<file path="src/rtl/mme_pkg.sv">
// Shared types, constants and helper functions for the matrix multiply engine.
`timescale 1ns / 1ps
package mme_pkg;

  // Sizing
  localparam int MAX_DIM     = 8;
  localparam int ELEM_WIDTH  = 32;
  localparam int STORE_DEPTH = 64;
  localparam int DATA_W      = 32;
  localparam int ADDR_W      = $clog2(STORE_DEPTH);
  localparam int DIM_W       = 4;
  localparam int IDX_W       = $clog2(MAX_DIM);
  localparam int PROD_W      = 2 * DATA_W;
  localparam int FRAC_BITS   = 16;
  localparam int RND_W       = PROD_W - FRAC_BITS;
  localparam int ACC_W       = 64;
  localparam int PADDR_W     = 4;

  // Commands
  localparam logic [1:0] CMD_LOAD_A   = 2'd0;
  localparam logic [1:0] CMD_LOAD_B   = 2'd1;
  localparam logic [1:0] CMD_MULTIPLY = 2'd2;

  // Register indexes
  localparam logic [1:0] REG_ROWS_A    = 2'd0;
  localparam logic [1:0] REG_INNER_DIM = 2'd1;
  localparam logic [1:0] REG_COLS_B    = 2'd2;

  // Control that travels alongside each multiply-accumulate step
  typedef struct packed {
    logic             valid;
    logic             first;
    logic             last_k;
    logic [IDX_W-1:0] row;
    logic [IDX_W-1:0] col;
    logic             last_elem;
  } mme_tag_t;

  // Zero acts as one, anything above MAX_DIM acts as MAX_DIM
  function automatic logic [DIM_W-1:0] clamp_dim(input logic [DIM_W-1:0] v);
    logic [DIM_W-1:0] r;
    r = v;
    if (v == '0) begin
      r = DIM_W'(1);
    end else if (v > DIM_W'(MAX_DIM)) begin
      r = DIM_W'(MAX_DIM);
    end
    return r;
  endfunction

  // Keep the low ELEM_WIDTH bits and sign extend
  function automatic logic signed [DATA_W-1:0] extend_elem(input logic [DATA_W-1:0] v);
    logic signed [ELEM_WIDTH-1:0] t;
    t = v[ELEM_WIDTH-1:0];
    return DATA_W'(t);
  endfunction

endpackage

</file>
<file path="src/rtl/mme_mac.sv">
// Shared multiply-accumulate pipeline: multiply, round, accumulate, saturate.
`timescale 1ns / 1ps
module mme_mac (
  input  logic                       clk,
  input  logic                       rst,
  input  mme_pkg::mme_tag_t          tag_in,
  input  logic [mme_pkg::DATA_W-1:0] a_data,
  input  logic [mme_pkg::DATA_W-1:0] b_data,
  output logic                       pipe_busy,
  output logic                       out_valid,
  output logic [mme_pkg::DATA_W-1:0] out_value,
  output logic [mme_pkg::IDX_W-1:0]  out_row_q,
  output logic [mme_pkg::IDX_W-1:0]  out_col_q,
  output logic                       out_last
);
  import mme_pkg::*;

  mme_tag_t                  t1, t2, t3, t4;
  logic signed [PROD_W-1:0]  prod;
  logic signed [RND_W-1:0]   rnd;
  logic signed [ACC_W-1:0]   acc;
  logic signed [ACC_W-1:0]   acc_next;
  logic signed [PROD_W-1:0]  prod_rounded;
  logic [DATA_W-1:0]         sat_value;

  assign pipe_busy = t1.valid | t2.valid | t3.valid | t4.valid;

  // Tag pipeline, t1 lines up with the registered store read
  always_ff @(posedge clk) begin
    if (rst) begin
      t1 <= '0;
      t2 <= '0;
      t3 <= '0;
      t4 <= '0;
    end else begin
      t1 <= tag_in;
      t2 <= t1;
      t3 <= t2;
      t4 <= t3;
    end
  end

  // Multiply, then round Q32.32 to Q32.16 (nearest, ties up)
  assign prod_rounded = (prod + PROD_W'(1 << (FRAC_BITS - 1))) >>> FRAC_BITS;

  always_ff @(posedge clk) begin
    prod <= $signed(a_data) * $signed(b_data);
    rnd  <= prod_rounded[RND_W-1:0];
  end

  // Accumulate, cleared on the first step of each element
  assign acc_next = (t3.first ? ACC_W'(0) : acc) + {{(ACC_W - RND_W){rnd[RND_W-1]}}, rnd};

  always_ff @(posedge clk) begin
    if (rst) begin
      acc <= '0;
    end else if (t3.valid) begin
      acc <= acc_next;
    end
  end

  // Saturate to 32 bits
  always_comb begin
    if (acc[ACC_W-1] && !(&acc[ACC_W-2:DATA_W-1])) begin
      sat_value = {1'b1, {(DATA_W - 1){1'b0}}};
    end else if (!acc[ACC_W-1] && (|acc[ACC_W-2:DATA_W-1])) begin
      sat_value = {1'b0, {(DATA_W - 1){1'b1}}};
    end else begin
      sat_value = acc[DATA_W-1:0];
    end
  end

  // Result register
  always_ff @(posedge clk) begin
    if (rst) begin
      out_valid <= 1'b0;
    end else begin
      out_valid <= t4.valid && t4.last_k;
    end
    out_value <= sat_value;
    out_row_q <= t4.row;
    out_col_q <= t4.col;
    out_last  <= t4.last_elem;
  end

`ifndef SYNTHESIS
  a_out_from_done: assert property (@(posedge clk) disable iff (rst)
    out_valid |-> $past(t4.valid && t4.last_k))
    else $error("result strobe without a finished element");
  a_steps_contiguous: assert property (@(posedge clk) disable iff (rst)
    (t1.valid && !t1.first) |-> $past(t1.valid))
    else $error("gap inside one element's accumulation");
  a_last_alone: assert property (@(posedge clk) disable iff (rst)
    (out_valid && out_last) |=> !out_valid)
    else $error("result right after the final element");
`endif

endmodule

</file>
<file path="config.mk">
export PLATFORM = sky130hd
export DESIGN_NAME = mme_mac
export DESIGN_NICKNAME = d
export VERILOG_FILES = /design/src/rtl/mme_pkg.sv /design/src/rtl/mme_mac.sv
export SDC_FILE = /design/constraint.sdc
export NUM_CORES = 2
export LEC_CHECK = 0
export ABC_AREA = 1
export BUFFER_PORTS_ARGS = -buffer_cell sky130_fd_sc_hd__buf_2
export CORE_MARGIN = 2
export CORE_UTILIZATION = 30
export DETAILED_ROUTE_END_ITERATION = 10
export GPL_TIMING_DRIVEN = 0
export MAX_ROUTING_LAYER = met4
export PLACE_DENSITY = 0.5
export SLEW_MARGIN = 20
export SYNTH_ARGS = -nofsm -noshare
export SYNTH_HDL_FRONTEND = slang
export SYNTH_SLANG_ARGS = --single-unit
</file>
<file path="constraint.sdc">
create_clock -name clk -period 19.4 [get_ports clk]
set_input_delay 0 -clock clk [delete_from_list [all_inputs] [get_ports clk]]
set_output_delay 0 -clock clk [all_outputs]
set_load 0.005 [all_outputs]
</file>
==> run summary <==
The run finished with clean final reports. STA classifies the critical path startpoint as a primary input. The final-stage net count is 8594. When the netlist entered floorplanning its net count stood at 8440.

Of all cell types, the one taking the most synthesized area is fa_1. Dividing the detail-routed wire length by the instance count gives 23.4 um. The overall routed net length is 223000 um. The cell area after synthesis is 51900 sq um. The DRC violation count after routing came out at 0. TritonCTS built the clock tree. The floorplan step defined a die boundary enclosing 176000 sq um.

The critical path in this run is classified as primary input to flop. The tree is rooted in a clkbuf_16. The number of instances in the synthesized netlist is 7038.

The final HPWL from detailed placement is 187000 um. The path category of the worst min-delay check is primary input to flop. The latest clock arrival within the worst-skew pair is 0.58 ns. The dominant delay contributor by cell family on the critical path is adder cells. The share of synthesized area occupied by flip-flops and latches is 9.26%. The final worst-path cycle share is 44.5%.

The share of layout cells above drive strength 1 came out at 3.29%. The worst setup path is captured at a flop. The number of warnings printed during yosys synthesis came out at 0.

The floorplan step set the die width to 420 um. The reported max-cap violation count came out at 0. The cell count of the worst reg-to-reg path came out at 19. The number of library cell types mapped by synthesis came out at 39.

The worst clock skew came out at 0.0234 ns. The number of top-level pins is 117. The endpoint identified for the worst register-to-register timing path is acc[56]$_SDFFE_PP0P_. In the layout the commonest cells are 2112 x inv_1, 1919 x nand2_1, 1081 x fa_1, 388 x nor2_1, 244 x ha_1.

The first routing iteration left 3737 violations. The worst hold path terminates at t1[4]$_SDFF_PP0_. The effective utilization at floorplan came out at 30.2%. The largest fanout on the critical path came out at 13. The cell repeated most along the worst path is fa_1. Routability-driven placement finished with a final weighted congestion of 1.01. The chip height came out at 420 um. Summing all flip-flop and latch instances after layout gives 4800 sq um. The number of global-route vias before repair was 47000. The number of antenna violations at the first check in global routing is 9. The wire length of the first global-routing pass is 324000 um. The combined buffer and inverter count along the critical path is 8. The post-detailed-route count of antenna-violating nets is 0. The required time reported for the critical path endpoint is 19.87 ns. The first TritonRoute pass finished after 6 iterations. The average footprint of a synthesized cell came out at 7.37 sq um. Leaving out fill and tap cells, the most frequent cell in the layout is inv_1. After floorplanning, the core was divided into 152 placement rows. The largest single stage delay on the critical path is 0.89 ns. The cell type of the slowest stage on the worst timing path is fa_1. The longest clock path from root to sink contains 3 buffers. The number of clock sinks is 240. The total core area came out at 172000 sq um. The global routing usage summed across all routing layers is 26.4%. The worst pin sits at a relative slew slack of 10.7%.

The timing-limited maximum frequency is 0.116 GHz. The slew at the pin closest to its max-slew limit is 1.34 ns. The via count came out at 44700. Setup repair after global routing left no endpoint under its margin. The summed negative setup slack over all endpoints is 0 ns. After synthesis the netlist holds a flip-flop and latch count of 240.

The reg2reg setup slack is 15.29 ns. The number of input and output port buffers inserted is 115. STA puts the critical path data arrival time at 9.10 ns. The area share of the largest cell type after synthesis is 41.8%. The setup-violating endpoint count in the final report is 0. Fill cells in the final layout number 18800. The pin count of the biggest net entering global routing came out at 19. The minimum clock period is 8.63 ns. In the post-synthesis netlist, the biggest area contributors are fa_1 42%, inv_1 15%, nand2_1 14%, dfxtp_1 9.3%, ha_1 5.9%. The cell depth of the worst min-delay path came out at 4. Clock-pin slew was measured on the worst setup and hold paths at 0.07 ns.

The worst register-to-register path begins at t3[8]$_SDFF_PP0_. The hold violation count in the final report is 0. Relative to the synthesized area, the layout overhead comes to 8.68%. The number of H-tree branching levels is 1. Summing all multi-input logic gate instances after layout gives 38300 sq um. The final number of max-transition violations came out at 0. The aggregate global routing overflow is 0.

The detailed-route vias per instance is 4.69. In this run the most critical hold path is launched from tag_in[4]. Counting the buffers created by CTS gives 24.
## repair_timing
item	CTS	global route
gates resized for setup	0	0
buffers inserted	0	0
hold endpoints to repair	10	0
hold buffers	10	0
## how the worst max path moves through the flow
stage                            end  startpoint  depth (start not counted)  slack, ns
finish              prod[57]$_DFF_P_  a_data[31]                         26      10.77
global route        prod[57]$_DFF_P_  a_data[31]                         26      10.46
CTS                 prod[57]$_DFF_P_  a_data[31]                         26      10.87
detailed placement  prod[57]$_DFF_P_  a_data[31]                         26      10.25
global placement    prod[57]$_DFF_P_  a_data[31]                         26       9.99
floorplan           prod[63]$_DFF_P_  a_data[31]                         27      12.39
## cell usage after synthesis
cell / n
and3_1: 8
inv_1: 2112
buf_1: 4
nor3_1: 39
nand2_2: 5
nand3_1: 158
or2_2: 14
nand4_2: 1
o21ai_0: 128
nand4_1: 51
and3b_1: 1
ha_1: 244
nand2_1: 1919
a21oi_1: 199
nor3_2: 2
nor2_4: 6
xor2_1: 84
nand3_2: 3
dfxtp_1: 240
nor2_1: 388
a21o_1: 4
nand3b_1: 4
nor4_1: 38
o211ai_1: 3
xnor2_1: 27
and2_1: 2
o21a_1: 10
clkbuf_1: 227
nor2_2: 2
fa_1: 1082
inv_2: 1
nand4_4: 1
nor4_2: 1
a21boi_0: 5
nand3b_4: 1
nand2b_1: 1
o21ai_1: 1
a31oi_1: 4
o21bai_1: 18
## through the flow
stage	setup slack (ns)	instance area [sq um]	utilization (%)	hold WS [ns]	std cells
after floorplan	12.39	51900	-	0.107	7038
after global placement	9.99	55300	32.2	0.212	9463
after detailed placement	10.25	55400	32.3	0.217	9464
after CTS	10.87	56300	32.8	0.146	9518
after global routing	10.46	56400	32.8	0.190	9523
final	10.77	56400	32.8	0.191	9527
## logic make-up after synthesis
family	share of synthesized area (%)
xor gates and xnor gates	1.87
DFF	9.26
adders and majority gates	47.6
and+or+nand+nor	20.5
AOI/OAI and AO/OA	3.79
buffers and inverters	17.0
## flip-flops by register name, indices dropped and copies added (netlist names)
signal and flops:
t1 10, rnd 48, out_col_q 3, acc 64, t4 9, t3 10
prod 49, out_value 32, out_valid 1, out_row_q 3, t2 10, out_last 1
## area by class of cell
cell class,count,area share [%]
timing repair buffer,128,1.28
multi-input combinational,4454,67.9
inverter,2113,14.1
buffer,231,1.62
antenna,7,0.0311
clock inverter,18,0.371
sequential,240,8.52
tap,2310,5.13
clock buffer,26,1.10
## worst min-delay path: stages
cell	delay (ns)
dlygate4sd3_1	0.52
buf_2	0.11
inv_1	0.03
nor2_1	0.07
## routing by layer
layer,vias to the layer above,share of wire (%),GRT usage (%)
li1,20300,-,-
met1,22200,40,32.1
met2,1812,47,43.2
met3,413,7.7,4.02
met4,0,5.5,11.8
met5,-,0,-
Power is not shown: default switching activity piles up to over one toggle a cycle in this logic, so the estimate is an artifact.
