===== src/rtl/mme_pkg.sv =====
// Shared types, constants and helper functions for the matrix multiply engine.
`timescale 1ns / 1ps
package mme_pkg;

  // Sizing
  localparam int MAX_DIM     = 8;
  localparam int ELEM_WIDTH  = 32;
  localparam int STORE_DEPTH = 64;
  localparam int DATA_W      = 32;
  localparam int ADDR_W      = $clog2(STORE_DEPTH);
  localparam int DIM_W       = 4;
  localparam int IDX_W       = $clog2(MAX_DIM);
  localparam int PROD_W      = 2 * DATA_W;
  localparam int FRAC_BITS   = 16;
  localparam int RND_W       = PROD_W - FRAC_BITS;
  localparam int ACC_W       = 64;
  localparam int PADDR_W     = 4;

  // Commands
  localparam logic [1:0] CMD_LOAD_A   = 2'd0;
  localparam logic [1:0] CMD_LOAD_B   = 2'd1;
  localparam logic [1:0] CMD_MULTIPLY = 2'd2;

  // Register indexes
  localparam logic [1:0] REG_ROWS_A    = 2'd0;
  localparam logic [1:0] REG_INNER_DIM = 2'd1;
  localparam logic [1:0] REG_COLS_B    = 2'd2;

  // Control that travels alongside each multiply-accumulate step
  typedef struct packed {
    logic             valid;
    logic             first;
    logic             last_k;
    logic [IDX_W-1:0] row;
    logic [IDX_W-1:0] col;
    logic             last_elem;
  } mme_tag_t;

  // Zero acts as one, anything above MAX_DIM acts as MAX_DIM
  function automatic logic [DIM_W-1:0] clamp_dim(input logic [DIM_W-1:0] v);
    logic [DIM_W-1:0] r;
    r = v;
    if (v == '0) begin
      r = DIM_W'(1);
    end else if (v > DIM_W'(MAX_DIM)) begin
      r = DIM_W'(MAX_DIM);
    end
    return r;
  endfunction

  // Keep the low ELEM_WIDTH bits and sign extend
  function automatic logic signed [DATA_W-1:0] extend_elem(input logic [DATA_W-1:0] v);
    logic signed [ELEM_WIDTH-1:0] t;
    t = v[ELEM_WIDTH-1:0];
    return DATA_W'(t);
  endfunction

endpackage


===== src/rtl/mme_seq.sv =====
// Sequencer walking row, column and inner index and issuing store addresses.
`timescale 1ns / 1ps
module mme_seq (
  input  logic                       clk,
  input  logic                       rst,
  input  logic                       go,
  input  logic [mme_pkg::DIM_W-1:0]  rows_a,
  input  logic [mme_pkg::DIM_W-1:0]  inner_dim,
  input  logic [mme_pkg::DIM_W-1:0]  cols_b,
  output logic [mme_pkg::ADDR_W-1:0] a_addr,
  output logic [mme_pkg::ADDR_W-1:0] b_addr,
  output mme_pkg::mme_tag_t          tag,
  output logic                       running
);
  import mme_pkg::*;

  typedef enum logic [1:0] {
    ST_IDLE = 2'b01,
    ST_RUN  = 2'b10
  } seq_state_t;

  seq_state_t       state;
  logic [IDX_W-1:0] i_idx, j_idx, k_idx;
  logic [IDX_W-1:0] m_last, n_last, o_last;
  logic [DIM_W-1:0] n_dim, o_dim;
  logic [ADDR_W-1:0] row_base;
  logic             k_end, j_end, i_end;

  assign k_end = (k_idx == n_last);
  assign j_end = (j_idx == o_last);
  assign i_end = (i_idx == m_last);

  // Tag for the step being addressed this cycle
  always_comb begin
    tag           = '0;
    tag.valid     = (state == ST_RUN);
    tag.first     = (k_idx == '0);
    tag.last_k    = k_end;
    tag.row       = i_idx;
    tag.col       = j_idx;
    tag.last_elem = i_end && j_end;
  end

  assign running = (state == ST_RUN);

  // Counter and address walk
  always_ff @(posedge clk) begin
    if (rst) begin
      state <= ST_IDLE;
    end else begin
      case (state)
        ST_IDLE: begin
          if (go) begin
            state    <= ST_RUN;
            i_idx    <= '0;
            j_idx    <= '0;
            k_idx    <= '0;
            a_addr   <= '0;
            b_addr   <= '0;
            row_base <= '0;
            n_dim    <= clamp_dim(inner_dim);
            o_dim    <= clamp_dim(cols_b);
            m_last   <= IDX_W'(clamp_dim(rows_a) - DIM_W'(1));
            n_last   <= IDX_W'(clamp_dim(inner_dim) - DIM_W'(1));
            o_last   <= IDX_W'(clamp_dim(cols_b) - DIM_W'(1));
          end
        end
        ST_RUN: begin
          if (!k_end) begin
            k_idx  <= k_idx + IDX_W'(1);
            a_addr <= a_addr + ADDR_W'(1);
            b_addr <= b_addr + ADDR_W'(o_dim);
          end else begin
            k_idx <= '0;
            if (!j_end) begin
              j_idx  <= j_idx + IDX_W'(1);
              a_addr <= row_base;
              b_addr <= ADDR_W'(j_idx) + ADDR_W'(1);
            end else begin
              j_idx  <= '0;
              b_addr <= '0;
              if (i_end) begin
                state <= ST_IDLE;
              end else begin
                i_idx    <= i_idx + IDX_W'(1);
                row_base <= row_base + ADDR_W'(n_dim);
                a_addr   <= row_base + ADDR_W'(n_dim);
              end
            end
          end
        end
        default: begin
          state <= ST_IDLE;
        end
      endcase
    end
  end

`ifndef SYNTHESIS
  a_go_from_idle: assert property (@(posedge clk) disable iff (rst)
    (state == ST_IDLE) && go |=> (state == ST_RUN))
    else $error("multiply start did not enter run");
  a_run_starts_fresh: assert property (@(posedge clk) disable iff (rst)
    $rose(running) |-> (k_idx == '0) && (j_idx == '0) && (i_idx == '0))
    else $error("run began with nonzero counters");
  a_end_on_last: assert property (@(posedge clk) disable iff (rst)
    $fell(running) |-> $past(tag.last_elem && tag.last_k))
    else $error("run ended before the last element");
`endif

endmodule


===== config.mk =====
export PLATFORM = sky130hd
export DESIGN_NAME = mme_seq
export DESIGN_NICKNAME = d
export VERILOG_FILES = /design/src/rtl/mme_pkg.sv /design/src/rtl/mme_seq.sv
export SDC_FILE = /design/constraint.sdc
export NUM_CORES = 1
export LEC_CHECK = 0
export BUFFER_PORTS_ARGS = -buffer_cell sky130_fd_sc_hd__buf_2
export CORE_AREA = 5 5 90 92
export CTS_BUF_LIST = sky130_fd_sc_hd__clkbuf_8
export DETAILED_ROUTE_END_ITERATION = 8
export DIE_AREA = 0 0 95 97
export SLEW_MARGIN = 20
export SYNTH_ARGS = -nofsm -noshare
export SYNTH_HDL_FRONTEND = slang
export SYNTH_SLANG_ARGS = --single-unit

===== constraint.sdc =====
create_clock -name clk -period 3.3 [get_ports clk]
set_clock_uncertainty 0.05 [all_clocks]
set_input_delay 0.495 -clock clk [delete_from_list [all_inputs] [get_ports clk]]
set_output_delay 0.495 -clock clk [all_outputs]
set_load 0.05 [all_outputs]

==> reports/qor.csv, run 1 <==
stage,metric,value,unit
placed_design,routability-driven placement congestion ratio,0.757,
critical_path,stages on the worst setup path,4,
power,leakage,1.23,nW
timing,Slew @ Worst Pin,0.840,ns
cells_and_area,layout cells sized above 1,18.9,%
global_route,largest net degree at the start of global routing,19,
floorplan,top-level I/O count,38,
floorplan,Initial Util,35.8,%
critical_path,launch point of the critical path,k_idx[2],
clock_tree,number of H-tree levels,2,
power,power dissipated by switching net loads,0.000442,W
yosys,synthesized area,2560,sq um
placed_design,Detailed Place HPWL,3.74,mm
timing,RSZ-0062 raised after global routing,no,
critical_path,reg-to-reg setup timing slack,0.95,ns
critical_path,Critical Path End,tag[7],
critical_path,buffers plus inverters on the worst setup path,2,
power,Clock power frac,23.7,%
timing,Total Neg Setup Slack,0,ns
job,max-cap violations,0,
floorplan,chip width,95,um
timing,Final Max Slew Viols,0,
placed_design,pre-CTS setup slack,0.943,ns
yosys,count of warnings emitted by yosys,0,
global_route,number of antenna violations at the first check in global routing,0,
clock_tree,hold_buf cts,0,
min_path,worst min-delay path category,input port to flop,
clock_tree,Clock Tree Root,clkbuf_8,
cells_and_area,Layout area overhead,14.0,%
floorplan,core box area,7140,sq um
clock_tree,TritonCTS Buffers,5,
route,1st-iter DRT viols,75,
timing,Fmax achieved,389,MHz
critical_path,endpoint kind of the worst setup timing path,output port,
yosys,top area cells in the synthesized netlist,"edfxtp_1 (52%), ha_1 (8.8%), xnor2_1 (6.2%)",
yosys,share of Yosys cell area claimed by the top area cell type,51.7,%
critical_path,count of cells along the worst register-to-register path,5,
yosys,library cells used by synthesis,40,
power,power density over the cells,476,nW/um^2
floorplan,Rows,31,
critical_path,worst stage delay on the critical path,0.45,ns
critical_path,CP Cell Sequence,"xnor2_1, nand3_1, inv_1, buf_2",
timing,Max-slew headroom,44.0,%
yosys,average cell area after synthesis,11.3,sq um
power,internal power of the cells,0.000947,W
yosys,library cell with the highest instance count after synthesis,edfxtp_1,
critical_path,kind of cell adding the most delay to the critical path,buffers and inverters,
yosys,Synth Net Count,261,
global_route,number of global-route vias before repair,1615,
clock_tree,number of buffers on the longest clock path,2,
critical_path,"Arr. time, crit path",2.03,ns
yosys,dominant cell type by area after synthesis,edfxtp_1,
cells_and_area,# fillers,750,
clock_tree,clock latency of the later-clocked register in the worst-skew pair,0.30,ns
power,total power,0.00139,W
route,number of detailed-routing iterations run before antenna repair,4,
yosys,number of flip-flops and latches in the synthesized netlist,46,
timing,fin crit period,2.57,ns
global_route,global route overflow,0,
yosys,dominant synthesized flop cell,edfxtp_1,
route,post-detailed-route DRC marker count,0,
critical_path,Worst R2R End,row_base[2],
power,relative contribution of combinational cells to total power,23.4,%
critical_path,"Max FO, Critical Path",13,
global_route,first-pass GRT wire length,7.69,mm
cells_and_area,final layout net count,298,
run_status,run status,"finished, final reports clean",
timing,final period utilization,78.0,%
critical_path,nature of the critical path startpoint,flop,
critical_path,standard cell with the maximum stage delay on the critical path,edfxtp_1,
clock_tree,TritonCTS clock tree,done,
timing,Setup-failing EPs final,0,
critical_path,critical path data required time,2.75,ns
cells_and_area,final standard cell utilization of the core,40.8,%
timing,smallest hold slack,0.355,ns
route,Via Count,1699,
clock_tree,cts repair resizes,0,
route,average wire length per cell after detail routing,13.3,um
yosys,number of synthesized flops with an enable pin,44,
clock_tree,"CTS clk-pin slew, worst paths",0.08,ns
floorplan,Die H,97,um
yosys,proportion of synthesized chip area in sequential cells,53.3,%
timing,final-report hold violation count,0,
critical_path,startpoint of the lowest-slack register-to-register path,k_idx[2],
global_route,total track usage,10.8,%
yosys,post-synthesis cell count,226,
floorplan,Total Die Area,9220,sq um
timing,worst-case setup margin in the final layout,0.727,ns
power,Sequential Power Share,52.9,%
route,detail-routed via count per cell,4.68,
cells_and_area,diodes inserted,0,
power,VDD IR-drop max,0.000143,V
critical_path,Setup Crit Path Kind,flop to output port,
placed_design,count of buffers from port buffering,37,
yosys,Commonest cells post-synth,"edfxtp_1 (44), nor2_1 (24), inv_1 (22), ha_1 (18), xnor2_1 (18)",
yosys,async set-or-reset flop fraction in the synthesized netlist,0,%
clock_tree,post-CTS setup repair buffer count,0,
route,routed wire length,4.82,mm
power,switching share of total power,31.8,%
route,count of nets left with antenna violations after detail routing,0,
clock_tree,# clock sinks,46,
worst min-delay path by stage:
| stage | cells past startpoint | end | startpoint | slack (ns) |
|---|---|---|---|---|
| 6_report | 1 | o_dim[3] | cols_b[3] | 0.36 |
| 5_1_grt | 1 | o_dim[3] | cols_b[3] | 0.36 |
| 4_1_cts | 2 | state[1] | rst | 0.34 |
| 3_5_place_dp | 2 | state[1] | state[1] | 0.44 |
| 3_3_place_gp | 2 | state[1] | state[1] | 0.43 |
| 2_1_floorplan | 2 | state[1] | state[1] | 0.40 |
state kept, by name, summed over array words and instances (netlist names):
| register | count |
|---|---|
| state | 2 |
| o_last | 3 |
| o_dim | 4 |
| a_addr | 6 |
| i_idx | 3 |
| n_dim | 4 |
| n_last | 3 |
| b_addr | 6 |
| row_base | 6 |
| k_idx | 3 |
| m_last | 3 |
| j_idx | 3 |
kinds of logic after synthesis:
logic type                 share of synthesized area (%)
and+or+nand+nor                                     12.0
AOI/OAI and AO/OA                                   8.91
DFF                                                 53.3
xor gates and xnor gates                            9.25
buffers and inverters                               5.43
muxes                                              0.783
adders and majority gates                           10.4
stage by stage:
step / instances / instance area (sq um)
floorplan: 226 / 2560
global placement: 355 / 2830
detailed placement: 355 / 2830
CTS: 363 / 2910
global route: 363 / 2910
finish: 363 / 2910
layer usage:
metal	vias up	track usage, %	routed length, um
met5	-	0	0
met4	0	4.00	72
met3	7	2.48	258
met2	41	17.7	2280
met1	796	13.8	2210
li1	855	-	-
area by class of cell:
cell class / count / area [sq um] / area share, %
Inverter: 23 / 86.3 / 2.96
Clock buffer: 5 / 68.8 / 2.36
Clock inverter: 3 / 12.5 / 0.429
Timing Repair Buffer: 39 / 200 / 6.87
Multi-Input combinational cell: 148 / 1060 / 36.4
Sequential cell: 46 / 1360 / 46.7
Tap cell: 99 / 124 / 4.25
cell usage in the layout (no fill, tap or decap), drive strengths merged:
cell type | synthesis | final
nor2 | 24 | 24
a21o | 4 | 4
buf | 6 | 39
o22ai | 1 | 1
nor2b | 5 | 5
a21oi | 13 | 13
and3 | 5 | 5
fa | 2 | 2
nand3 | 6 | 6
nand4 | 1 | 1
edfxtp | 44 | 44
dfxtp | 2 | 2
a211oi | 3 | 3
inv | 23 | 24
and2b | 1 | 1
o21ai | 10 | 10
mux2i | 2 | 2
clkinv | 0 | 2
nor3 | 3 | 3
o31ai | 1 | 1
xnor2 | 18 | 18
ha | 18 | 18
a221o | 1 | 1
o2bb2ai | 1 | 1
nor3b | 1 | 1
and2 | 2 | 2
or3 | 1 | 1
o21bai | 1 | 1
xor2 | 9 | 9
nand2b | 4 | 4
o21a | 1 | 1
nand2 | 9 | 9
a211o | 1 | 1
clkbuf | 3 | 5
power by group through the flow:
stage / logic, W / clock network (W) / registers [W]
after floorplan: 0.000184 / 0 / 0.000811
after global placement: 0.000322 / 0 / 0.000747
after detailed placement: 0.000328 / 0 / 0.000749
after CTS: 0.000329 / 0.000342 / 0.000735
after global routing: 0.000355 / 0.000359 / 0.000742
final: 0.000324 / 0.000329 / 0.000735
Power figures use the tool's default switching activity.
==> inputs of run 2 (changes only) <==
Settings changed: ABC_AREA from default to 1, CORE_AREA 5 5 90 92 to 5 5 91 93, DIE_AREA 0 0 95 97 to 0 0 96 98.
Clock period 3.3 ns to 2.2 ns, I/O delays scaled along.
==> run 2 against run 1 <==
Effect of this change:
- register-to-register slack got worse by 0.69 ns
- critical endpoint is now tag[0]
- critical path depth increased by 2
- utilization increased by 2.0 points
- non-clock buffer count up 13
- highest routed layer unchanged
- critical path type unchanged
- combinational power increased to 5.4 times the previous value
- power grew to 2.8 times the previous value
- sequential power up 97%
- design area up 9.4%
- global-route usage grew 1.2 points
- hold slack lost 0.19 ns
- sequential share of layout area down 4.0 points
==> reports/qor.csv, run 2 <==
stage,metric,value,unit
run_status,run status,"finished, final reports clean",
critical_path,kind of cell adding the most delay to the critical path,flip-flops,
yosys,synthesized area,2670,sq um
cells_and_area,registers with the highest flip-flop counts,"a_addr: 6 flops, b_addr: 6 flops, row_base: 6 flops",
yosys,number of flip-flops and latches in the synthesized netlist,46,
timing,Setup-failing EPs final,0,
placed_design,cell count after placement,411,
route,Via Count,1948,
critical_path,CP Cell Sequence,"xnor2_2, nand2_2, nor2_4, nand2_2, inv_1, buf_6",
route,wire length the detailed router placed on met1,2.27,mm
yosys,library cells used by synthesis,34,
route,count of nets left with antenna violations after detail routing,0,
yosys,Synth Area in XOR/XNOR,5.82,%
route,number of detailed-routing iterations run before antenna repair,6,
yosys,compound-gate portion of the synthesized area,7.18,%
floorplan,chip width,96,um
critical_path,launch point of the critical path,j_idx[1],
timing,RSZ-0062 raised after global routing,no,
timing,fin crit period,2.12,ns
floorplan,core box area,7450,sq um
yosys,proportion of synthesized chip area in sequential cells,51.1,%
yosys,simple-gate share of the synthesized area,17.8,%
cells_and_area,diodes inserted,0,
placed_design,routability-driven placement congestion ratio,0.784,
critical_path,critical path data required time,1.82,ns
timing,Fmax achieved,473,MHz
cells_and_area,layout cells sized above 1,26.5,%
cells_and_area,# fillers,753,
critical_path,reg-to-reg setup timing slack,0.26,ns
route,detail-routed via count per cell,4.57,
critical_path,Worst R2R End,a_addr[4],
critical_path,standard cell with the maximum stage delay on the critical path,edfxtp_1,
timing,Final Max Slew Viols,0,
route,Met3 Wirelength,312,um
yosys,dominant synthesized flop cell,edfxtp_1,
route,top layer used by detailed routing,met4,
power,leakage,1.46,nW
min_path,worst min-delay path category,input port to flop,
clock_tree,TritonCTS clock tree,done,
cells_and_area,Final Instance Area,3190,sq um
placed_design,Detailed Place HPWL,4.09,mm
critical_path,buffers plus inverters on the worst setup path,2,
cells_and_area,number of cells in the finished layout apart from fillers,426,
critical_path,Setup Crit Path Kind,flop to output port,
yosys,number of synthesized flops with an enable pin,44,
yosys,Commonest cells post-synth,"inv_1 (47), nand2_1 (47), edfxtp_1 (44), nor2_1 (20), ha_1 (18)",
yosys,post-synthesis cell count,269,
global_route,global route overflow,0,
clock_tree,hold_buf cts,0,
cells_and_area,most frequent standard cell in the layout excluding fill and tap cells,inv_1,
placed_design,instance area after placement,3010,sq um
yosys,share of Yosys cell area claimed by the top area cell type,49.6,%
critical_path,Most Frequent Cell on Critical Path,nand2_2,
clock_tree,clock latency of the later-clocked register in the worst-skew pair,0.31,ns
clock_tree,TritonCTS Buffers,5,
critical_path,"Arr. time, crit path",1.74,ns
global_route,largest net degree at the start of global routing,18,
timing,final period utilization,96.1,%
global_route,number of antenna violations at the first check in global routing,0,
critical_path,endpoint kind of the worst setup timing path,output port,
route,average wire length per cell after detail routing,12.4,um
power,power density over the cells,1200,nW/um^2
floorplan,Rows,32,
clock_tree,number of buffers on the longest clock path,2,
global_route,total track usage,12.1,%
route,1st-iter DRT viols,54,
critical_path,count of cells along the worst register-to-register path,10,
critical_path,Critical Path End,tag[0],
cells_and_area,"commonest cells after routing, fill and taps aside","inv_1 (48), nand2_1 (47), edfxtp_1 (44)",
clock_tree,Clock Tree Root,clkbuf_8,
placed_design,count of buffers from port buffering,37,
clock_tree,number of H-tree levels,2,
yosys,average cell area after synthesis,9.91,sq um
timing,final-report hold violation count,0,
cells_and_area,Reg area,1360,sq um
route,post-detailed-route DRC marker count,0,
yosys,count of warnings emitted by yosys,0,
clock_tree,"CTS clk-pin slew, worst paths",0.09,ns
yosys,Synth Net Count,304,
cells_and_area,Layout area overhead,19.7,%
yosys,async set-or-reset flop fraction in the synthesized netlist,0,%
critical_path,nature of the critical path startpoint,flop,
floorplan,Total Die Area,9410,sq um
yosys,portion of netlist area occupied by mux cells,0,%
floorplan,top-level I/O count,38,
route,met2 wirelength from detailed routing,2.62,mm
power,VDD IR-drop max,0.000358,V
route,routed wire length,5.29,mm
timing,Max-slew headroom,71.8,%
floorplan,Initial Util,35.8,%
yosys,top area cells in the synthesized netlist,"edfxtp_1 (50%), ha_1 (8.5%), inv_1 (6.6%)",
cells_and_area,area of the multi-input gates,1100,sq um
critical_path,stages on the worst setup path,6,
critical_path,"Max FO, Critical Path",5,
global_route,first-pass GRT wire length,8.82,mm
yosys,largest family of logic cells by synthesized area,simple AND/OR/NAND/NOR gates,
critical_path,startpoint of the lowest-slack register-to-register path,row_base[0],
yosys,Adder-Cell Fraction of Synth Area,9.95,%
floorplan,Die H,98,um
yosys,dominant cell type by area after synthesis,edfxtp_1,
clock_tree,# clock sinks,46,
timing,Slew @ Worst Pin,0.424,ns
cells_and_area,final layout net count,358,
job,max-cap violations,0,
global_route,number of global-route vias before repair,1875,
critical_path,worst stage delay on the critical path,0.48,ns
-- run 2: per-layer routing --
| layer | track usage [%] | vias up |
|---|---|---|
| met3 | 2.23 | 7 |
| met4 | 4.60 | 0 |
| met5 | 0 | - |
| met2 | 19.7 | 44 |
| met1 | 15.7 | 913 |
| li1 | - | 984 |
-- run 2: what timing repair did --
action,CTS,global route
pin swaps,0,2
gates resized for setup,1,2
setup buffers,0,7
endpoints found under the setup margin,1,2
-- run 2: stage by stage --
stage          setup slack (ns)  total power [W]  hold slack [ns]  setup TNS (ns)  utilization (%)
2_1_floorplan          -0.00801          0.00273            0.342         -0.0480                -
3_3_place_gp              0.300          0.00313            0.429               0             40.5
3_5_place_dp              0.257          0.00316            0.435               0             40.5
4_1_cts                  0.0115          0.00380            0.154               0             42.0
5_1_grt                 0.00438          0.00409            0.146               0             42.8
6_report                 0.0849          0.00382            0.161               0             42.8
-- run 2: power by group --
group	switching, W	total [W]	internal (W)
Combinational	0.00118	0.00174	0.000565
Sequential	0.000186	0.00145	0.00126
Clock	0.000297	0.000631	0.000334
Total	0.00166	0.00382	0.00216
-- run 2: cells by family (layout without fill, tap and decap cells) --
logic type | after synthesis | after routing
fa+ha+maj | 20 | 20
flops | 46 | 46
buf+inv | 55 | 110
compound gates | 33 | 33
xor+xnor | 16 | 16
simple gates | 99 | 99
-- run 2: layout make-up --
type | instances | share of cell area, %
tap | 102 | 4.00
inverter | 50 | 5.88
multi-input combinational | 168 | 34.4
clock inverter | 3 | 1.29
timing repair buffer | 52 | 9.53
sequential | 46 | 42.7
clock buffer | 5 | 2.16
-- run 2: worst min-delay path by stage --
stage	from	to	slack (ns)	depth (start not counted)
after floorplan	rst	state[1]	0.34	1
after global placement	state[1]	state[1]	0.43	2
after detailed placement	state[1]	state[1]	0.43	2
after CTS	inner_dim[3]	n_dim[3]	0.15	1
after global routing	inner_dim[3]	n_dim[3]	0.15	1
final	inner_dim[3]	n_dim[3]	0.16	1
